<file path="src/hw/rtl/rtp_pkg.sv">
// Shared constants, angle table and result word type for the rectangular to polar block.
package rtp_pkg;

   // Default sizes handed to the top level
   localparam int DEFAULT_SAMPLE_WIDTH  = 16;
   localparam int DEFAULT_CORDIC_STAGES = 16;

   // Rotation datapath: components scaled so the top sits just under bit 60
   localparam int CORDIC_WIDTH = 64;
   localparam int GUARD_TOP    = 60;

   // Angle accumulator in units of 2^-23 degree
   localparam int ACC_WIDTH  = 34;
   localparam int TURN_WIDTH = 32;
   localparam logic signed [ACC_WIDTH-1:0] HALF_TURN = 34'sd1509949440;
   localparam logic signed [ACC_WIDTH-1:0] FULL_TURN = 34'sd3019898880;

   // Output rounding: drop 16 bits, round half up, wrap a full turn
   localparam int ROUND_SHIFT = 16;
   localparam int STEP_WIDTH  = TURN_WIDTH + 1 - ROUND_SHIFT;
   localparam logic [TURN_WIDTH:0]   ROUND_HALF    = 33'd32768;
   localparam logic [STEP_WIDTH-1:0] FULL_TURN_OUT = 17'd46080;

   // Result field widths
   localparam int MAG_WIDTH   = 16;
   localparam int ANGLE_WIDTH = 16;

   // atan(2^-i) in degrees times 2^23, rounded
   localparam int ATAN_TABLE_LEN = 32;
   localparam logic signed [ACC_WIDTH-1:0] ATAN_TABLE [ATAN_TABLE_LEN] = '{
      34'sd377487360, 34'sd222843801, 34'sd117744544, 34'sd59768969,
      34'sd30000467,  34'sd15014858,  34'sd7509261,   34'sd3754860,
      34'sd1877459,   34'sd938733,    34'sd469367,    34'sd234683,
      34'sd117342,    34'sd58671,     34'sd29335,     34'sd14668,
      34'sd7334,      34'sd3667,      34'sd1833,      34'sd917,
      34'sd458,       34'sd229,       34'sd115,       34'sd57,
      34'sd29,        34'sd14,        34'sd7,         34'sd4,
      34'sd2,         34'sd1,         34'sd0,         34'sd0
   };

   // One result word
   typedef struct packed {
      logic [MAG_WIDTH-1:0]   magnitude;
      logic [ANGLE_WIDTH-1:0] angle;
      logic                   zero_vector;
   } rsp_word_type;

endpackage

</file>
<file path="src/hw/rtl/rtp_out_buf.sv">
// Output register with a skid slot; the pipeline advances while the slot is empty.
module rtp_out_buf (
   input  logic                  clock,
   input  logic                  reset,
   input  logic                  in_valid,
   input  rtp_pkg::rsp_word_type in_word,
   output logic                  adv,
   output logic                  rsp_valid,
   input  logic                  rsp_ready,
   output rtp_pkg::rsp_word_type rsp_word
);
   import rtp_pkg::*;

   logic         out_valid_ff, out_valid_in;
   logic         skid_valid_ff, skid_valid_in;
   rsp_word_type out_word_ff, out_word_in;
   rsp_word_type skid_word_ff, skid_word_in;
   logic         take_out, push;

   assign adv      = !skid_valid_ff;
   assign take_out = out_valid_ff && rsp_ready;
   assign push     = adv && in_valid;

   // next state of the two slots
   always_comb begin
      out_valid_in  = out_valid_ff;
      skid_valid_in = skid_valid_ff;
      out_word_in   = out_word_ff;
      skid_word_in  = skid_word_ff;
      if (skid_valid_ff) begin
         if (take_out) begin
            out_word_in   = skid_word_ff;
            skid_valid_in = 1'b0;
         end
      end else if (push) begin
         if (!out_valid_ff || take_out) begin
            out_word_in  = in_word;
            out_valid_in = 1'b1;
         end else begin
            skid_word_in  = in_word;
            skid_valid_in = 1'b1;
         end
      end else if (take_out) begin
         out_valid_in = 1'b0;
      end
   end

   always_ff @(posedge clock) begin
      if (reset) begin
         out_valid_ff  <= 1'b0;
         skid_valid_ff <= 1'b0;
      end else begin
         out_valid_ff  <= out_valid_in;
         skid_valid_ff <= skid_valid_in;
      end
   end

   always_ff @(posedge clock) begin
      out_word_ff  <= out_word_in;
      skid_word_ff <= skid_word_in;
   end

   assign rsp_valid = out_valid_ff;
   assign rsp_word  = out_word_ff;

endmodule
</file>
<file path="config.mk">
export PLATFORM = sky130hd
export DESIGN_NAME = rtp_out_buf
export DESIGN_NICKNAME = d
export VERILOG_FILES = /design/src/hw/rtl/rtp_pkg.sv /design/src/hw/rtl/rtp_out_buf.sv
export SDC_FILE = /design/constraint.sdc
export NUM_CORES = 1
export LEC_CHECK = 0
export BUFFER_PORTS_ARGS = -buffer_cell sky130_fd_sc_hd__buf_2
export CAP_MARGIN = 20
export CORE_ASPECT_RATIO = 1.75
export CORE_MARGIN = 10
export CORE_UTILIZATION = 30
export DETAILED_ROUTE_END_ITERATION = 12
export GPL_ROUTABILITY_DRIVEN = 0
export HOLD_SLACK_MARGIN = 0.15
export REMOVE_ABC_BUFFERS = 1
export SLEW_MARGIN = 20
export SYNTH_ARGS = -nofsm -noshare
export SYNTH_HDL_FRONTEND = slang
export SYNTH_SLANG_ARGS = --single-unit
</file>
<file path="constraint.sdc">
create_clock -name clock -period 7.7 [get_ports clock]
set_input_delay 0.77 -clock clock [delete_from_list [all_inputs] [get_ports clock]]
set_output_delay 0.77 -clock clock [all_outputs]
set_load 0.005 [all_outputs]
</file>
==> flow_metrics.tcl <==
set metrics [dict create \
    first_pass_iters 4 \
    grt_pass1_wl_um 8070 \
    dr_total_vias 1281 \
    cts_sinks 68 \
    viasPerCell 4.11 \
    muxShareOfSynthArea_pct 17.2 \
    tightest_slew_ps 1040 \
    worstSetupPathType "reg2out" \
    final_nets 233 \
    cts_root_buf "clkbuf_16" \
    die_area_sq_um 12800 \
    hold_violations 0 \
    worst_hold_slack_ps 542 \
    yosys_warnings 0 \
    cts.clk_slew.worst_paths_ps 50 \
    track_usage_pct 8.37 \
    hold_class "reg2reg" \
    syn_inst 116 \
    dp_hpwl_um 3620 \
    crit_required_ps 6930 \
    synth_compound_area_share_pct 1.02 \
    cp-start-kind "flop" \
    core_sq_um 8310 \
    fin_crit_sh_pct 31.4 \
    synth_top_family_by_area "multiplexers" \
    io_pins 72 \
    gr-usage-met1_pct 8.48 \
    cts_max_level 3 \
    antenna_left 0 \
    final_cells 312 \
    post_cts_resized 0 \
    num_rows 44 \
    hold_buffers 0 \
    clk_latency_ps 320 \
    antenna_found_initial 0 \
    power_density_nw_per_um2 256 \
    yosys.area_share.simple_pct 0.829 \
    syn_to_final_growth_pct 28.9 \
    grt_pass1_vias 1465 \
    maxSlewHeadroom_pct 30.6 \
    met2_usage_pct 13.7 \
    grt-busiest-layer "met2" \
    die_x_um 89.9 \
    use_met3_pct 2.69 \
    finish.instance_area_sq_um 3310 \
    maxSlewViolCount 0 \
    drtIter0Drc 54 \
    drive_gt1_share_pct 59.4 \
    path_max_fanout 38 \
    status "finished clean" \
    initial_utilization_pct 30.9 \
    clk_path_buf_depth 2 \
    crit_path_end "adv" \
    dpl_cell_area_sq_um 3040 \
    fmax_ghz 0.414 \
    ir_worst_vdd_mv 0.113 \
    rrSetupSlack_ps 5470 \
    worstRegToRegCells 3 \
    syn-mean-instance-area_sq_um 22.1 \
    synthAdderAreaFrac_pct 0 \
    drc 0 \
    antenna_cells 0 \
    cts_tree "built" \
    die_h_um 142 \
    timing.rr.start "skid_valid_ff$_SDFF_PP0_" \
    maxCapViolCount 0 \
    cp-startpoint "skid_valid_ff$_SDFF_PP0_" \
    rsz0062_at_grt "false" \
    synth-seq-area-share_pct 78.8 \
    setup_tns_ps 0 \
    period_needed_ps 2410 \
    grt_max_degree 39 \
    wire_per_inst_um 16.0 \
    worst_setup_path_end_kind "output port" \
    r2r-end "rsp_word[27]$_DFFE_PP_" \
    postCtsSetupRepairBufs 0 \
    dp.cells 299 \
    synth_xor_area_share_pct 0 \
    ys_ff_latch 68 \
    n_fill_cell 770 \
    skew_ps 2.70 \
    setup_viol 0 \
    netlist_area_sq_um 2560 \
    cp_data_arrival_time_ps 1640 \
    cts-buffers-inserted 9 \
    drt_wl_total_um 4990 \
    p_leak_nw 1.25 \
    io_buffers 71 \
    gr-total-overflow 0 \
    synth_cell_types 15 \
]
synth_stat cells:
cell | n | area (sq um)
mux2_4 | 16 | 240
buf_8 | 1 | 15.0
nand2b_1 | 1 | 6.26
a21oi_1 | 2 | 10.0
buf_2 | 1 | 5.00
inv_1 | 3 | 11.3
mux2_2 | 17 | 191
and4_1 | 1 | 8.76
a211oi_1 | 1 | 7.51
nor2b_1 | 1 | 6.26
edfxtp_1 | 66 | 1980
buf_6 | 2 | 22.5
dfxtp_1 | 2 | 40.0
o32ai_1 | 1 | 8.76
mux2i_1 | 1 | 10.0
how the worst min path moves through the flow:
stage	from	endpoint	slack (ps)	depth (start not counted)
floorplan	skid_word_ff[0]$_DFFE_PP_	rsp_word[0]$_DFFE_PP_	520	1
global placement	skid_word_ff[25]$_DFFE_PP_	rsp_word[25]$_DFFE_PP_	530	1
detailed placement	skid_word_ff[28]$_DFFE_PP_	rsp_word[28]$_DFFE_PP_	530	1
CTS	skid_word_ff[17]$_DFFE_PP_	rsp_word[17]$_DFFE_PP_	540	1
global route	skid_word_ff[17]$_DFFE_PP_	rsp_word[17]$_DFFE_PP_	560	1
finish	skid_word_ff[6]$_DFFE_PP_	rsp_word[6]$_DFFE_PP_	540	1
per-stage QoR:
stage / util [%] / power [mW] / worst slack (ps)
final: 39.8 / 0.846 / 5290
after global routing: 39.8 / 0.885 / 5100
after CTS: 39.4 / 0.856 / 5080
after detailed placement: 36.6 / 0.520 / 5090
after global placement: 36.6 / 0.518 / 5140
after floorplan: - / 0.482 / 4120
placed cells by master, fill, tap and decap left out:
cell and instances:
a21oi_4 1, clkbuf_1 2, mux2_4 16, inv_1 3
buf_16 1, buf_4 1, nor2b_1 1, mux2i_1 1
clkinv_1 1, edfxtp_1 66, buf_2 71, o32ai_1 1
mux2_2 17, nand2b_1 1, dfxtp_2 1, a21oi_1 1
clkbuf_16 9, a211oi_1 1, and4_1 1, dfxtp_1 1
cell families (layout without fill, tap and decap cells):
logic type | after synthesis | count (layout)
flops | 68 | 68
buf+inv | 7 | 88
mux | 34 | 34
simple gates | 3 | 3
compound gates | 4 | 4
final cells by class:
cell class | instances | area (sq um) | share of cell area (%)
clock inverters | 1 | 3.75 | 0.114
repair buffers | 73 | 390 | 11.8
inverters | 3 | 11.3 | 0.341
multi-input cells | 41 | 500 | 15.1
flip-flops and latches | 68 | 2020 | 61.2
well taps | 115 | 144 | 4.35
clock buffers | 11 | 233 | 7.04
worst max-delay path, stage by stage (launching register included):
cell	delay, ps
dfxtp_2	1010
inv_1	130
buf_2	170
metal layers:
layer,part of all wire (%),routed length [um]
met5,0,0
met1,37,1860
met3,5.0,250
met4,2.7,133
met2,55,2750
state kept, by name (all words and copies together), names as in the netlist:
register and flops:
skid_word_ff 33, rsp_word 33, rsp_valid 1, skid_valid_ff 1
power by group:
part           total, mW  internal, mW  leakage [nW]  switching (mW)
sequential         0.446         0.434         0.635          0.0119
clock              0.334         0.209         0.115           0.125
combinational     0.0667        0.0387         0.499          0.0280
total              0.846         0.681          1.25           0.165
Power figures use the tool's default switching activity.
