===== config.mk =====
export PLATFORM = sky130hd
export DESIGN_NAME = rtp_front
export DESIGN_NICKNAME = d
export VERILOG_FILES = /design/src/hw/rtl/rtp_pkg.sv /design/src/hw/rtl/rtp_front.sv
export SDC_FILE = /design/constraint.sdc
export NUM_CORES = 1
export LEC_CHECK = 0
export BUFFER_PORTS_ARGS = -buffer_cell sky130_fd_sc_hd__buf_4
export CAP_MARGIN = 20
export CORE_MARGIN = 3
export CORE_UTILIZATION = 25
export DETAILED_ROUTE_END_ITERATION = 8
export PLACE_DENSITY_LB_ADDON = 0.05
export SLEW_MARGIN = 25
export SYNTH_ARGS = -nofsm -noshare
export SYNTH_HDL_FRONTEND = slang
export SYNTH_SLANG_ARGS = --single-unit

===== constraint.sdc =====
create_clock -name clock -period 8.1 [get_ports clock]
set_input_delay 2.43 -clock clock [delete_from_list [all_inputs] [get_ports clock]]
set_output_delay 2.43 -clock clock [all_outputs]
set_load 0.05 [all_outputs]

===== src/hw/rtl/rtp_pkg.sv =====
// Shared constants, angle table and result word type for the rectangular to polar block.
package rtp_pkg;

   // Default sizes handed to the top level
   localparam int DEFAULT_SAMPLE_WIDTH  = 16;
   localparam int DEFAULT_CORDIC_STAGES = 16;

   // Rotation datapath: components scaled so the top sits just under bit 60
   localparam int CORDIC_WIDTH = 64;
   localparam int GUARD_TOP    = 60;

   // Angle accumulator in units of 2^-23 degree
   localparam int ACC_WIDTH  = 34;
   localparam int TURN_WIDTH = 32;
   localparam logic signed [ACC_WIDTH-1:0] HALF_TURN = 34'sd1509949440;
   localparam logic signed [ACC_WIDTH-1:0] FULL_TURN = 34'sd3019898880;

   // Output rounding: drop 16 bits, round half up, wrap a full turn
   localparam int ROUND_SHIFT = 16;
   localparam int STEP_WIDTH  = TURN_WIDTH + 1 - ROUND_SHIFT;
   localparam logic [TURN_WIDTH:0]   ROUND_HALF    = 33'd32768;
   localparam logic [STEP_WIDTH-1:0] FULL_TURN_OUT = 17'd46080;

   // Result field widths
   localparam int MAG_WIDTH   = 16;
   localparam int ANGLE_WIDTH = 16;

   // atan(2^-i) in degrees times 2^23, rounded
   localparam int ATAN_TABLE_LEN = 32;
   localparam logic signed [ACC_WIDTH-1:0] ATAN_TABLE [ATAN_TABLE_LEN] = '{
      34'sd377487360, 34'sd222843801, 34'sd117744544, 34'sd59768969,
      34'sd30000467,  34'sd15014858,  34'sd7509261,   34'sd3754860,
      34'sd1877459,   34'sd938733,    34'sd469367,    34'sd234683,
      34'sd117342,    34'sd58671,     34'sd29335,     34'sd14668,
      34'sd7334,      34'sd3667,      34'sd1833,      34'sd917,
      34'sd458,       34'sd229,       34'sd115,       34'sd57,
      34'sd29,        34'sd14,        34'sd7,         34'sd4,
      34'sd2,         34'sd1,         34'sd0,         34'sd0
   };

   // One result word
   typedef struct packed {
      logic [MAG_WIDTH-1:0]   magnitude;
      logic [ANGLE_WIDTH-1:0] angle;
      logic                   zero_vector;
   } rsp_word_type;

endpackage


===== src/hw/rtl/rtp_front.sv =====
// Front end: half-plane fold, absolute values, squares and their sum.
module rtp_front #(
   parameter int SAMPLE_WIDTH = rtp_pkg::DEFAULT_SAMPLE_WIDTH
) (
   input  logic                                  clock,
   input  logic                                  reset,
   input  logic                                  adv,
   input  logic                                  in_valid,
   input  logic signed [SAMPLE_WIDTH-1:0]        x_in,
   input  logic signed [SAMPLE_WIDTH-1:0]        y_in,
   output logic                                  out_valid,
   output logic                                  out_zero,
   output logic signed [rtp_pkg::CORDIC_WIDTH-1:0] cx_out,
   output logic signed [rtp_pkg::CORDIC_WIDTH-1:0] cy_out,
   output logic signed [rtp_pkg::ACC_WIDTH-1:0]    acc_out,
   output logic [2*SAMPLE_WIDTH-1:0]             rad_out
);
   import rtp_pkg::*;

   localparam int GUARD = GUARD_TOP - SAMPLE_WIDTH;
   localparam int RADW  = 2 * SAMPLE_WIDTH;

   // stage 0 registers
   logic                           s0_valid_ff, s0_zero_ff, s0_zero_in;
   logic signed [CORDIC_WIDTH-1:0] s0_cx_ff, s0_cy_ff, s0_cx_in, s0_cy_in;
   logic signed [ACC_WIDTH-1:0]    s0_acc_ff, s0_acc_in;
   logic [SAMPLE_WIDTH-1:0]        s0_ux_ff, s0_uy_ff, s0_ux_in, s0_uy_in;
   logic signed [CORDIC_WIDTH-1:0] x_wide, y_wide;

   // stage 1 registers
   logic                           s1_valid_ff, s1_zero_ff;
   logic signed [CORDIC_WIDTH-1:0] s1_cx_ff, s1_cy_ff;
   logic signed [ACC_WIDTH-1:0]    s1_acc_ff;
   logic [RADW-1:0]                s1_sqx_ff, s1_sqy_ff, s1_sqx_in, s1_sqy_in;

   // stage 2 registers
   logic                           s2_valid_ff, s2_zero_ff;
   logic signed [CORDIC_WIDTH-1:0] s2_cx_ff, s2_cy_ff;
   logic signed [ACC_WIDTH-1:0]    s2_acc_ff;
   logic [RADW-1:0]                s2_rad_ff, s2_rad_in;

   // fold the left half-plane over by a half turn; take magnitudes
   always_comb begin
      x_wide     = CORDIC_WIDTH'(x_in) <<< GUARD;
      y_wide     = CORDIC_WIDTH'(y_in) <<< GUARD;
      s0_zero_in = (x_in == '0) && (y_in == '0);
      s0_ux_in   = x_in[SAMPLE_WIDTH-1] ? SAMPLE_WIDTH'(-x_in) : SAMPLE_WIDTH'(x_in);
      s0_uy_in   = y_in[SAMPLE_WIDTH-1] ? SAMPLE_WIDTH'(-y_in) : SAMPLE_WIDTH'(y_in);
      if (x_in[SAMPLE_WIDTH-1]) begin
         s0_cx_in  = -x_wide;
         s0_cy_in  = -y_wide;
         s0_acc_in = HALF_TURN;
      end else begin
         s0_cx_in  = x_wide;
         s0_cy_in  = y_wide;
         s0_acc_in = '0;
      end
   end

   // squares
   always_comb begin
      s1_sqx_in = RADW'(s0_ux_ff) * RADW'(s0_ux_ff);
      s1_sqy_in = RADW'(s0_uy_ff) * RADW'(s0_uy_ff);
   end

   // radicand, cannot overflow: each square is at most 2^(2W-2)
   assign s2_rad_in = s1_sqx_ff + s1_sqy_ff;

   // valid bits
   always_ff @(posedge clock) begin
      if (reset) begin
         s0_valid_ff <= 1'b0;
         s1_valid_ff <= 1'b0;
         s2_valid_ff <= 1'b0;
      end else if (adv) begin
         s0_valid_ff <= in_valid;
         s1_valid_ff <= s0_valid_ff;
         s2_valid_ff <= s1_valid_ff;
      end
   end

   // payload
   always_ff @(posedge clock) begin
      if (adv) begin
         s0_zero_ff <= s0_zero_in;
         s0_cx_ff   <= s0_cx_in;
         s0_cy_ff   <= s0_cy_in;
         s0_acc_ff  <= s0_acc_in;
         s0_ux_ff   <= s0_ux_in;
         s0_uy_ff   <= s0_uy_in;
         s1_zero_ff <= s0_zero_ff;
         s1_cx_ff   <= s0_cx_ff;
         s1_cy_ff   <= s0_cy_ff;
         s1_acc_ff  <= s0_acc_ff;
         s1_sqx_ff  <= s1_sqx_in;
         s1_sqy_ff  <= s1_sqy_in;
         s2_zero_ff <= s1_zero_ff;
         s2_cx_ff   <= s1_cx_ff;
         s2_cy_ff   <= s1_cy_ff;
         s2_acc_ff  <= s1_acc_ff;
         s2_rad_ff  <= s2_rad_in;
      end
   end

   assign out_valid = s2_valid_ff;
   assign out_zero  = s2_zero_ff;
   assign cx_out    = s2_cx_ff;
   assign cy_out    = s2_cy_ff;
   assign acc_out   = s2_acc_ff;
   assign rad_out   = s2_rad_ff;

endmodule


==> results by group <==
Critical path
  • Worst R2R Setup Slack: 1.30 ns
  • Critical R2R Capture: s1_sqy_ff[26]
  • Worst path arrival time: 7.13 ns
  • WP data required: 8.43 ns
  • CP Launch Type: register
  • R2r startpoint: s0_uy_ff[11]
  • Setup crit end kind: register
  • CP Max Fanout: 15
  • WS Path Type: reg2reg
  • Cell depth of the worst flop-to-flop path: 19

Global route
  • Initial antenna violation count: 7
  • Vias in the first global route: 18.2k
  • First-pass GRT wire length: 103,000 µm
  • Overflow after GRT: 0
  • Gr usage total: 12.4%
  • Largest net degree at the start of global routing: 135

Floorplanning
  • Core area: 101,000 µm²
  • Die height: 326 µm
  • Core Rows: 116
  • Initial core utilization: 25.4%
  • Die area: 106,000 µm²
  • # IOs: 232
  • Die X: 326 µm

STA
  • Final Slew Violations: 0
  • Minimum clock period: 6.80 ns
  • Max_slew headroom: 38.5%
  • Worst Tran Pin Value: 0.922 ns
  • Post-Route Skew: 0.00971 ns
  • Final cycle utilization of the critical path: 84.0%
  • Endpoints failing setup: 0
  • Final Hold Vio Count: 0
  • Fmax: 147 MHz
  • RSZ-0062 raised after global routing: no
  • Hold Slack: 0.416 ns
  • Fin Setup TNS: 0 ns

Layout
  • Number of antenna diodes: 0
  • Synth-to-layout area growth: 11.6%
  • Final Instance Count excl. Fillers: 3,975
  • Final #Nets: 3,196
  • Layout cells sized above 1: 8.02%
  • Fillers: 10.6k

Logic synthesis
  • Sequential area share after synthesis: 27.5%
  • Count leader, synth: inv_1
  • Post-synthesis cell area: 25,600 µm²
  • Area leader, netlist: edfxtp_1
  • Number of synthesized flops with an enable pin: 233
  • Share of flip-flops with an asynchronous set or reset: 0%
  • Ys Warns: 0
  • Commonest cells in the netlist: inv_1 (553), fa_1 (329), ha_1 (237)
  • Seq cells post-synth: 236
  • Synth top area cells: edfxtp_1 (27%), fa_1 (26%), ha_1 (12%), inv_1 (8.1%), xnor2_1 (3.9%)
  • Avg Cell Area, Syn: 10.3 µm²
  • Ys flop type: edfxtp_1
  • Yosys cell types: 71
  • Yosys top cell area share: 27.3%
  • Cells after Synth: 2,499

Clock network
  • Cts bufs inserted: 31
  • CTS resizes: 0
  • Root Driver: clkbuf_16
  • CTS max path bufs: 3
  • TritonCTS Sinks: 236
  • Post-CTS Setup Bufs: 0
  • Max H-tree Level: 1
  • Worst skew pair latency: 0.60 ns
  • CTS Hold Bufs: 0
  • CTS tree: yes
  • Clock-pin slew on the worst setup and hold paths: 0.06 ns

Run status
  • Status: finished, final reports clean

Detailed routing
  • DR WL/cell: 16.3 µm
  • 1st-iter DRT viols: 761
  • Antenna viol nets, final: 0
  • DR pass1 iterations: 5
  • Final WL: 64,900 µm
  • DR vias/cell: 4.17
  • Remaining DRCs: 0
  • Via count: 16.6k

Min path
  • Hold/Removal Path Class: reg2reg
  • Hold Startpoint: s1_cx_ff[50]
  • WHS Endpoint: cx_out[50]
  • Hold Path Depth: 0

Flow run
  • Max-Cap Viols: 0

Place
  • Placed Instances: 3,918
  • I/O Buffers: 113
  • Placer's final routability congestion estimate: 0.777
  • DP HPWL: 53,000 µm
[worst max-delay path, stage by stage (launching register included)]
cell and delay, ns:
edfxtp_1 0.93, inv_1 0.39, nor2_1 0.32, ha_1 0.21
inv_1 0.06, fa_1 0.41, inv_1 0.09, fa_1 0.42
fa_1 0.47, fa_1 0.55, inv_1 0.06, fa_1 0.53
inv_1 0.04, ha_1 0.37, a21oi_1 0.16, o21ai_0 0.10
a211o_1 0.34, o21ai_2 0.26, a21oi_1 0.24, o311ai_0 0.55
[layout by cell type (no fill, tap or decap), types with 9 or more instances in the layout]
cell / instances
xnor2_1: 115
and3_1: 11
o211ai_1: 13
nand4_1: 18
ha_1: 237
a21oi_1: 95
conb_1: 122
o21ai_0: 55
nand2_1: 204
fa_1: 329
clkbuf_16: 31
inv_1: 553
nand3_1: 24
edfxtp_1: 233
nand2b_1: 16
nor2_1: 62
nor3_1: 15
o31ai_1: 9
a211oi_1: 9
nor2b_1: 13
a21o_1: 45
o21bai_1: 13
and2_1: 98
buf_4: 127
xor2_1: 27
[layer usage]
metal	vias up	routed length (µm)	global-route usage (%)
li1	7911	-	-
met1	8319	31200	17.4
met2	289	30000	20.5
met3	46	2930	1.97
met4	0	876	1.79
met5	-	0	0
[stage by stage]
step | util (%) | worst slack (ns) | cell area (µm²)
after global routing | 28.4 | 0.874 | 28600
after floorplan | - | 1.98 | 26100
after CTS | 28.4 | 1.15 | 28600
final | 28.4 | 1.30 | 28600
after detailed placement | 27.4 | 1.20 | 27600
after global placement | 27.4 | 1.14 | 27600
[cell families after synthesis]
kind of cell | after synthesis | share of synthesized area, %
other cells | 1 | 0.0146
simple gates | 502 | 9.69
flops | 236 | 27.5
fa+ha+maj | 566 | 37.3
xor+xnor | 142 | 4.85
buf+inv | 741 | 12.6
compound gates | 303 | 7.70
mux | 8 | 0.327
[registers in the layout (all words and copies together) (netlist names), 15 cells and up]
register	flops
s1_sqy_ff	30
s0_cx_ff	20
cy_out	20
s0_uy_ff	15
s1_cx_ff	20
rad_out	32
cx_out	20
s0_cy_ff	20
s1_cy_ff	20
s1_sqx_ff	30
[cell type report]
class	instances	area (µm²)	area share (%)
Clock buffer	37	798	2.79
Sequential cell	236	7060	24.7
Timing Repair Buffer	129	988	3.46
Clock inverter	20	194	0.678
Multi-Input combinational cell	1643	15800	55.2
Inverter	553	2080	7.26
Tap cell	1357	1700	5.94
[how the worst max path moves through the flow]
stage	cells past startpoint	to	slack, ns	start
global route	19	s1_sqy_ff[30]	0.87	s0_uy_ff[11]
CTS	17	s1_sqy_ff[30]	1.15	s0_uy_ff[4]
floorplan	22	s1_sqx_ff[25]	1.98	s0_cx_ff[53]
global placement	19	s1_sqy_ff[30]	1.14	s0_uy_ff[11]
detailed placement	17	s1_sqy_ff[30]	1.20	s0_uy_ff[4]
finish	19	s1_sqy_ff[26]	1.30	s0_uy_ff[11]
Power is not shown: default switching activity piles up to over one toggle a cycle in this logic, so the estimate is an artifact.
