File: src/hw/rtl/rtp_pkg.sv
// Shared constants, angle table and result word type for the rectangular to polar block.
package rtp_pkg;

   // Default sizes handed to the top level
   localparam int DEFAULT_SAMPLE_WIDTH  = 16;
   localparam int DEFAULT_CORDIC_STAGES = 16;

   // Rotation datapath: components scaled so the top sits just under bit 60
   localparam int CORDIC_WIDTH = 64;
   localparam int GUARD_TOP    = 60;

   // Angle accumulator in units of 2^-23 degree
   localparam int ACC_WIDTH  = 34;
   localparam int TURN_WIDTH = 32;
   localparam logic signed [ACC_WIDTH-1:0] HALF_TURN = 34'sd1509949440;
   localparam logic signed [ACC_WIDTH-1:0] FULL_TURN = 34'sd3019898880;

   // Output rounding: drop 16 bits, round half up, wrap a full turn
   localparam int ROUND_SHIFT = 16;
   localparam int STEP_WIDTH  = TURN_WIDTH + 1 - ROUND_SHIFT;
   localparam logic [TURN_WIDTH:0]   ROUND_HALF    = 33'd32768;
   localparam logic [STEP_WIDTH-1:0] FULL_TURN_OUT = 17'd46080;

   // Result field widths
   localparam int MAG_WIDTH   = 16;
   localparam int ANGLE_WIDTH = 16;

   // atan(2^-i) in degrees times 2^23, rounded
   localparam int ATAN_TABLE_LEN = 32;
   localparam logic signed [ACC_WIDTH-1:0] ATAN_TABLE [ATAN_TABLE_LEN] = '{
      34'sd377487360, 34'sd222843801, 34'sd117744544, 34'sd59768969,
      34'sd30000467,  34'sd15014858,  34'sd7509261,   34'sd3754860,
      34'sd1877459,   34'sd938733,    34'sd469367,    34'sd234683,
      34'sd117342,    34'sd58671,     34'sd29335,     34'sd14668,
      34'sd7334,      34'sd3667,      34'sd1833,      34'sd917,
      34'sd458,       34'sd229,       34'sd115,       34'sd57,
      34'sd29,        34'sd14,        34'sd7,         34'sd4,
      34'sd2,         34'sd1,         34'sd0,         34'sd0
   };

   // One result word
   typedef struct packed {
      logic [MAG_WIDTH-1:0]   magnitude;
      logic [ANGLE_WIDTH-1:0] angle;
      logic                   zero_vector;
   } rsp_word_type;

endpackage

File: src/hw/rtl/rtp_finish.sv
// Back end: angle wrap and rounding, root rounding, zero-vector override.
module rtp_finish #(
   parameter int SAMPLE_WIDTH = rtp_pkg::DEFAULT_SAMPLE_WIDTH
) (
   input  logic                               clock,
   input  logic                               reset,
   input  logic                               adv,
   input  logic                               in_valid,
   input  logic                               in_zero,
   input  logic signed [rtp_pkg::ACC_WIDTH-1:0] acc_in,
   input  logic [SAMPLE_WIDTH+1:0]            rem_in,
   input  logic [SAMPLE_WIDTH-1:0]            root_in,
   output logic                               out_valid,
   output rtp_pkg::rsp_word_type              out_word
);
   import rtp_pkg::*;

   localparam int REMW = SAMPLE_WIDTH + 2;

   // stage 0
   logic                    b0_valid_ff, b0_zero_ff;
   logic [TURN_WIDTH-1:0]   b0_turn_ff, b0_turn_in;
   logic [SAMPLE_WIDTH-1:0] b0_mag_ff, b0_mag_in;

   // stage 1
   logic                    b1_valid_ff;
   rsp_word_type            b1_word_ff, b1_word_in;
   logic [TURN_WIDTH:0]     rounded;
   logic [STEP_WIDTH-1:0]   steps;

   // bring the angle into one positive turn; round root to nearest
   always_comb begin
      if (acc_in[ACC_WIDTH-1]) begin
         b0_turn_in = TURN_WIDTH'(acc_in + FULL_TURN);
      end else begin
         b0_turn_in = TURN_WIDTH'(acc_in);
      end
      b0_mag_in = root_in + SAMPLE_WIDTH'(rem_in > REMW'(root_in));
   end

   // drop fraction bits with half-up rounding; a full turn wraps to zero
   always_comb begin
      rounded = (TURN_WIDTH + 1)'(b0_turn_ff) + ROUND_HALF;
      steps   = rounded[TURN_WIDTH:ROUND_SHIFT];
      if (steps >= FULL_TURN_OUT) begin
         steps = steps - FULL_TURN_OUT;
      end
      b1_word_in.zero_vector = b0_zero_ff;
      if (b0_zero_ff) begin
         b1_word_in.magnitude = '0;
         b1_word_in.angle     = '0;
      end else begin
         b1_word_in.magnitude = MAG_WIDTH'(b0_mag_ff);
         b1_word_in.angle     = ANGLE_WIDTH'(steps);
      end
   end

   // valid bits
   always_ff @(posedge clock) begin
      if (reset) begin
         b0_valid_ff <= 1'b0;
         b1_valid_ff <= 1'b0;
      end else if (adv) begin
         b0_valid_ff <= in_valid;
         b1_valid_ff <= b0_valid_ff;
      end
   end

   // payload
   always_ff @(posedge clock) begin
      if (adv) begin
         b0_zero_ff <= in_zero;
         b0_turn_ff <= b0_turn_in;
         b0_mag_ff  <= b0_mag_in;
         b1_word_ff <= b1_word_in;
      end
   end

   assign out_valid = b1_valid_ff;
   assign out_word  = b1_word_ff;

endmodule

File: config.mk
export PLATFORM = sky130hd
export DESIGN_NAME = rtp_finish
export DESIGN_NICKNAME = d
export VERILOG_FILES = /design/src/hw/rtl/rtp_pkg.sv /design/src/hw/rtl/rtp_finish.sv
export SDC_FILE = /design/constraint.sdc
export NUM_CORES = 1
export LEC_CHECK = 0
export BUFFER_PORTS_ARGS = -buffer_cell sky130_fd_sc_hd__buf_2
export CAP_MARGIN = 20
export CORE_UTILIZATION = 56
export CTS_BUF_LIST = sky130_fd_sc_hd__clkbuf_16
export DETAILED_ROUTE_END_ITERATION = 10
export PLACE_DENSITY = 0.95
export SYNTH_ARGS = -nofsm -noshare
export SYNTH_HDL_FRONTEND = slang
export SYNTH_SLANG_ARGS = --single-unit
File: constraint.sdc
create_clock -name clock -period 9.4 [get_ports clock]
set_clock_uncertainty 0.15 [all_clocks]
set_input_delay 2.35 -clock clock [delete_from_list [all_inputs] [get_ports clock]]
set_output_delay 2.35 -clock clock [all_outputs]
set_load 0.05 [all_outputs]
==> impl_results.md, run 1 <==
* Seq/Total Area, Yosys at 55.2%
* Synth cell types at 52
* Clk slew on worst S/H paths at 50 ps
* R2R Setup Slk at 6080 ps
* Final Routed Wirelength at 6.77 mm
* Final hold violations at 0
* WP data arrival at 5050 ps
* Main flop type after synthesis: edfxtp_1
* CTS buffer count at 9
* Worst-Skew Late Latency at 330 ps
* Clk buf depth at 2
* Critical Path Start Type: input port
* Grt total ovfl at 0
* Fmax at 0.196 GHz
* Final setup viols at 0
* Slew @ Worst Pin at 828 ps
* Pleak at 1.92 nW
* Post-synth EDFFs at 67
* Max-slew headroom at 44.8%
* Share of layout cells above drive strength 1 at 28.8%
* Critical path type: input port to flop
* Syn. warnings at 0
* Critical Path Sink Type: flop
* Post-route DRC at 0
* Most frequent cells in the layout: buf_2 (90), edfxtp_1 (67), xnor2_1 (28)
* Layout Cells excl Fill at 483
* Initial Util at 58.2%
* Post-synthesis cell count at 306
* Synth Register Bits at 69
* Pwr Density at 196 nW/um^2
* DP HPWL at 4.89 mm
* DRT iter0 DRCs at 115
* Worst vdd ir at 0.000224 V
* Antenna fix cells at 0
* CTS tree: yes
* Req. time, crit path at 9330 ps
* RSZ-0062 raised after global routing: no
* Outcome: completed
* CP Max Fanout at 4
* Drt via density at 5.62
* Wire per inst at 14.0 um
* Hold depth at 1
* Sum of negative setup slack at 0 ps
* Die width at 83.4 um
* Total GRT Usage at 20.5%
* RR Endpoint: out_word[14]
* Nets at 496
* Max cap viols at 0
* Syn Std Cell Area at 3710 sq um
* Post_cts resized at 0
* Slew Viols, Final at 0
* IO buf count at 90
* RR Startpoint: b0_turn_ff[16]
* CTS H-Tree Depth at 3
* Mapped Nets at 401
* Hold_ws at 379 ps
* Mapped Avg Cell Area at 12.1 sq um
* Fill cell count at 429
* Row count at 29
* CTS sink count at 69
* # Post-CTS Setup Buffers at 0
* Post-CTS Hold Buffers at 0
* Gpl congestion at 0.884
* Worst Reg-to-Reg Cells at 12
* Vias in the first global route at 2623
* IO Pins at 107
* Global-route wire length before repair at 11.1 mm
* Hold endpoint: out_word[22]
* Post-placement cell count at 466
* Hold path startpoint: b0_mag_ff[5]
* Core area at 6390 sq um
* Die height at 83.4 um
* Root buffer cell: clkbuf_16
* TritonRoute pass-1 iters at 4
* Fin crit share at 54.4%
* Area Growth Syn to Fin at 23.5%
* Die footprint at 6960 sq um
* Initial antenna violation count at 0
* Largest net degree at the start of global routing at 70
* FFs w/ async S/R, synth at 0%
* Final critical-path required period at 5110 ps
* Detailed-route via count at 2716
* HP Class: flop to flop
* Antenna Nets Post-Route at 0
* Most common cell after layout, fill and taps aside: buf_2
==> state kept, by name, indices dropped and copies added (netlist names) <==
| name | flops |
|---|---|
| b0_zero_ff | 1 |
| out_valid | 1 |
| b0_turn_ff | 17 |
| out_word | 33 |
| b0_valid_ff | 1 |
| b0_mag_ff | 16 |
==> layer usage <==
layer | global-route usage (%) | wire length [um]
met5 | 0 | 0
met4 | 9.24 | 187
met3 | 5.86 | 393
met2 | 39.1 | 3660
met1 | 20.3 | 2520
==> metrics by stage <==
| stage | power, mW | cell area [sq um] | util (%) | setup slack [ps] |
|---|---|---|---|---|
| after floorplan | 0.482 | 3710 | - | 4370 |
| after global routing | 0.932 | 4590 | 71.8 | 4130 |
| after global placement | 0.519 | 4220 | 66.1 | 4020 |
| after CTS | 0.902 | 4560 | 71.4 | 4270 |
| after detailed placement | 0.526 | 4220 | 66.1 | 3940 |
| final | 0.900 | 4590 | 71.8 | 4290 |
==> how the worst max path moves through the flow <==
stage / startpoint / end / slack, ps / cells past startpoint
finish: root_in[1] / b0_mag_ff[12] / 4290 / 17
global route: root_in[1] / b0_mag_ff[14] / 4130 / 17
CTS: root_in[1] / b0_mag_ff[12] / 4270 / 17
detailed placement: root_in[1] / b0_mag_ff[12] / 3940 / 17
global placement: root_in[1] / b0_mag_ff[12] / 4020 / 17
floorplan: root_in[1] / b0_mag_ff[12] / 4370 / 16
==> where the power goes <==
part | internal (mW) | switching, mW
clock network | 0.258 | 0.119
logic | 0.0496 | 0.0901
registers | 0.369 | 0.0144
==> logic make-up after synthesis <==
group | after synthesis | synth area share, %
adder cells (fa/ha/maj) | 22 | 7.41
XOR/XNOR | 36 | 8.49
AND/OR/NAND/NOR | 110 | 17.3
multiplexers | 5 | 1.38
AO/OA/AOI/OAI | 35 | 6.80
buffers and inverters | 29 | 3.40
flip-flops | 69 | 55.2
==> cell type report <==
class	count	area, sq um	share of cell area [%]
clock buffers	9	225	4.91
clock inverters	7	113	2.45
inverters	21	78.8	1.72
multi-input cells	208	1540	33.5
flip-flops and latches	69	2050	44.7
well taps	77	96.3	2.10
repair buffers	92	485	10.6
==> critical path: stages <==
cell and delay [ps]:
buf_2 120, inv_1 50, ha_1 270, nor2b_1 130, o21a_1 160, o21a_1 160, o21a_1 160, o21ai_0 160
a21oi_1 80, a2111oi_0 380, nor2_1 110, ha_1 230, ha_1 210, nand3_1 160, nor2_1 120, nand4_1 120
xnor2_1 60
==> synth_stat cells (3+ instances only) <==
master / n / area share [%]
edfxtp_1: 67 / 54
xnor2_1: 28 / 6.6
ha_1: 22 / 7.4
inv_1: 21 / 2.1
nor2_1: 20 / 2.0
nor2b_1: 19 / 3.2
nand2_1: 14 / 1.4
nor3_1: 10 / 1.3
nand3_1: 9 / 1.2
nand4_1: 9 / 1.5
xor2_1: 8 / 1.9
and4_1: 5 / 1.2
o21ai_0: 5 / 0.67
a21o_1: 4 / 0.81
a31oi_1: 4 / 0.67
and2_1: 4 / 0.67
mux2i_1: 4 / 1.1
a21oi_1: 3 / 0.40
clkbuf_1: 3 / 0.30
nand2b_1: 3 / 0.51
o21a_1: 3 / 0.61
No activity file was read; power rests on OpenSTA's default activity.
==> run 2, diff against run 1 <==
--- a/config.mk
+++ b/config.mk
@@ -7,10 +7,10 @@
 export LEC_CHECK = 0
 export BUFFER_PORTS_ARGS = -buffer_cell sky130_fd_sc_hd__buf_2
 export CAP_MARGIN = 20
-export CORE_UTILIZATION = 56
+export CORE_UTILIZATION = 47
 export CTS_BUF_LIST = sky130_fd_sc_hd__clkbuf_16
 export DETAILED_ROUTE_END_ITERATION = 10
-export PLACE_DENSITY = 0.95
+export PLACE_DENSITY = 0.87
 export SYNTH_ARGS = -nofsm -noshare
 export SYNTH_HDL_FRONTEND = slang
 export SYNTH_SLANG_ARGS = --single-unit
==> constraint.sdc (replaced) <==
create_clock -name clock -period 4.5 [get_ports clock]
set_clock_uncertainty 0.15 [all_clocks]
set_input_delay 1.125 -clock clock [delete_from_list [all_inputs] [get_ports clock]]
set_output_delay 1.125 -clock clock [all_outputs]
set_load 0.05 [all_outputs]
==> run 2 against run 1 <==
  * Register-to-register slack worse by 5000 ps
  * Sequential power is 110% higher
  * Global-route usage is 3.6 points lower
  * Critical path type unchanged
  * Largest power group unchanged
  * Highest routed layer unchanged
==> impl_results.md, run 2 (synthesized netlist as in run 1, its figures left out) <==
* Fin crit share at 87.0%
* CTS sink count at 69
* Die width at 90.9 um
* # Post-CTS Setup Buffers at 0
* Slew Viols, Final at 0
* Gpl congestion at 0.842
* Setup WS pre-CTS at 221 ps
* Pleak at 1.90 nW
* Hold_ws at 335 ps
* Final setup viols at 0
* IO buf count at 90
* TritonRoute pass-1 iters at 6
* Sum of negative setup slack at 0 ps
* Worst-Skew Late Latency at 330 ps
* Hold endpoint: out_valid
* Initial antenna violation count at 0
* IO Pins at 107
* Hold path startpoint: out_valid
* Share of layout cells above drive strength 1 at 28.6%
* Die footprint at 8260 sq um
* Area Growth Syn to Fin at 23.6%
* Slew @ Worst Pin at 1030 ps
* Finished Cell Area at 4590 sq um
* Max cap viols at 0
* Max-slew headroom at 31.5%
* Final Routed Wirelength at 6.49 mm
* CTS buffer count at 9
* Worst Reg-to-Reg Cells at 12
* Critical Path Start Type: input port
* Most frequent cells in the layout: buf_2 (90), edfxtp_1 (67), xnor2_1 (28)
* CTS tree: yes
* Final setup margin at 584 ps
* Largest net degree at the start of global routing at 51
* DRT iter0 DRCs at 135
* Antenna Nets Post-Route at 0
* Row count at 32
* Nets at 495
* Die height at 90.9 um
* DP HPWL at 4.88 mm
* Req. time, crit path at 4430 ps
* Fmax at 0.255 GHz
* Vias in the first global route at 2580
* Max reg flops at 33
* Final critical-path required period at 3920 ps
* HP Class: flop to flop
* Post_cts resized at 0
* Outcome: completed
* RR Endpoint: out_word[14]
* Critical path type: input port to flop
* Detailed-route via count at 2667
* Antenna fix cells at 0
* Most common cell after layout, fill and taps aside: buf_2
* Grt total ovfl at 0
* Total power at 1.88 mW
* WP data arrival at 3840 ps
* Post-route DRC at 0
* Clk slew on worst S/H paths at 50 ps
* Core area at 7690 sq um
* Final hold violations at 0
* Hold depth at 2
* CTS H-Tree Depth at 3
* Pwr Density at 409 nW/um^2
* Post-CTS Hold Buffers at 0
* Worst vdd ir at 0.000175 V
* RR Startpoint: b0_turn_ff[15]
* Global-route wire length before repair at 10.9 mm
* Root buffer cell: clkbuf_16
* CP Max Fanout at 4
* RSZ-0062 raised after global routing: no
* Total GRT Usage at 16.9%
* Wire per inst at 12.8 um
* Initial Util at 48.3%
* Critical Path Sink Type: flop
* R2R Setup Slk at 1080 ps
* Clk buf depth at 2
* Drt via density at 5.26
* Post-place instance area at 4250 sq um
run 2: cell types whose count changed in the layout (fill, tap and decap cells not counted), sizes merged:
cell      delta
clkinvlp     +1
clkinv       -1
buf          -1
run 2: worst max path at each step:
stage | startpoint | end | slack, ps | cells past startpoint
2_1_floorplan | root_in[1] | b0_mag_ff[12] | 690 | 16
3_3_place_gp | root_in[1] | b0_mag_ff[12] | 350 | 17
3_5_place_dp | root_in[1] | b0_mag_ff[12] | 220 | 17
4_1_cts | root_in[1] | b0_mag_ff[12] | 560 | 17
5_1_grt | root_in[1] | b0_mag_ff[12] | 430 | 17
6_report | root_in[1] | b0_mag_ff[12] | 580 | 17
run 2: through the flow:
step           util [%]  std cells
2_1_floorplan         -        306
3_3_place_gp       55.3        491
3_5_place_dp       55.3        491
4_1_cts            59.7        507
5_1_grt            59.7        507
6_report           59.7        507
run 2: area by class of cell:
cell class | instances | area (sq um)
flip-flops and latches | 69 | 2050
clock inverters | 7 | 115
multi-input cells | 208 | 1540
clock buffers | 9 | 225
well taps | 102 | 128
inverters | 21 | 78.8
repair buffers | 91 | 458
fillers | 635 | 3090
run 2: report_power, final:
part,total (mW),internal (mW),switching [mW]
Clock,0.792,0.538,0.253
Combinational,0.281,0.100,0.181
Sequential,0.804,0.770,0.0338
Total,1.88,1.41,0.468
run 2: worst max-delay path, cell delays in order:
cell and delay [ps]:
buf_2 120, inv_1 50, ha_1 280, nor2b_1 140, o21a_1 160, o21a_1 170
o21a_1 170, o21ai_0 140, a21oi_1 80, a2111oi_0 400, nor2_1 110, ha_1 230
ha_1 210, nand3_1 160, nor2_1 110, nand4_1 110, xnor2_1 70
run 2: metal layers:
metal  global-route usage (%)  vias to the layer above  wire length [um]
li1                         -                     1321                 -
met1                     16.9                     1248              2520
met2                     32.2                       80              3510
met3                     4.12                       18               292
met4                     8.07                        0               171
met5                        0                        -                 0
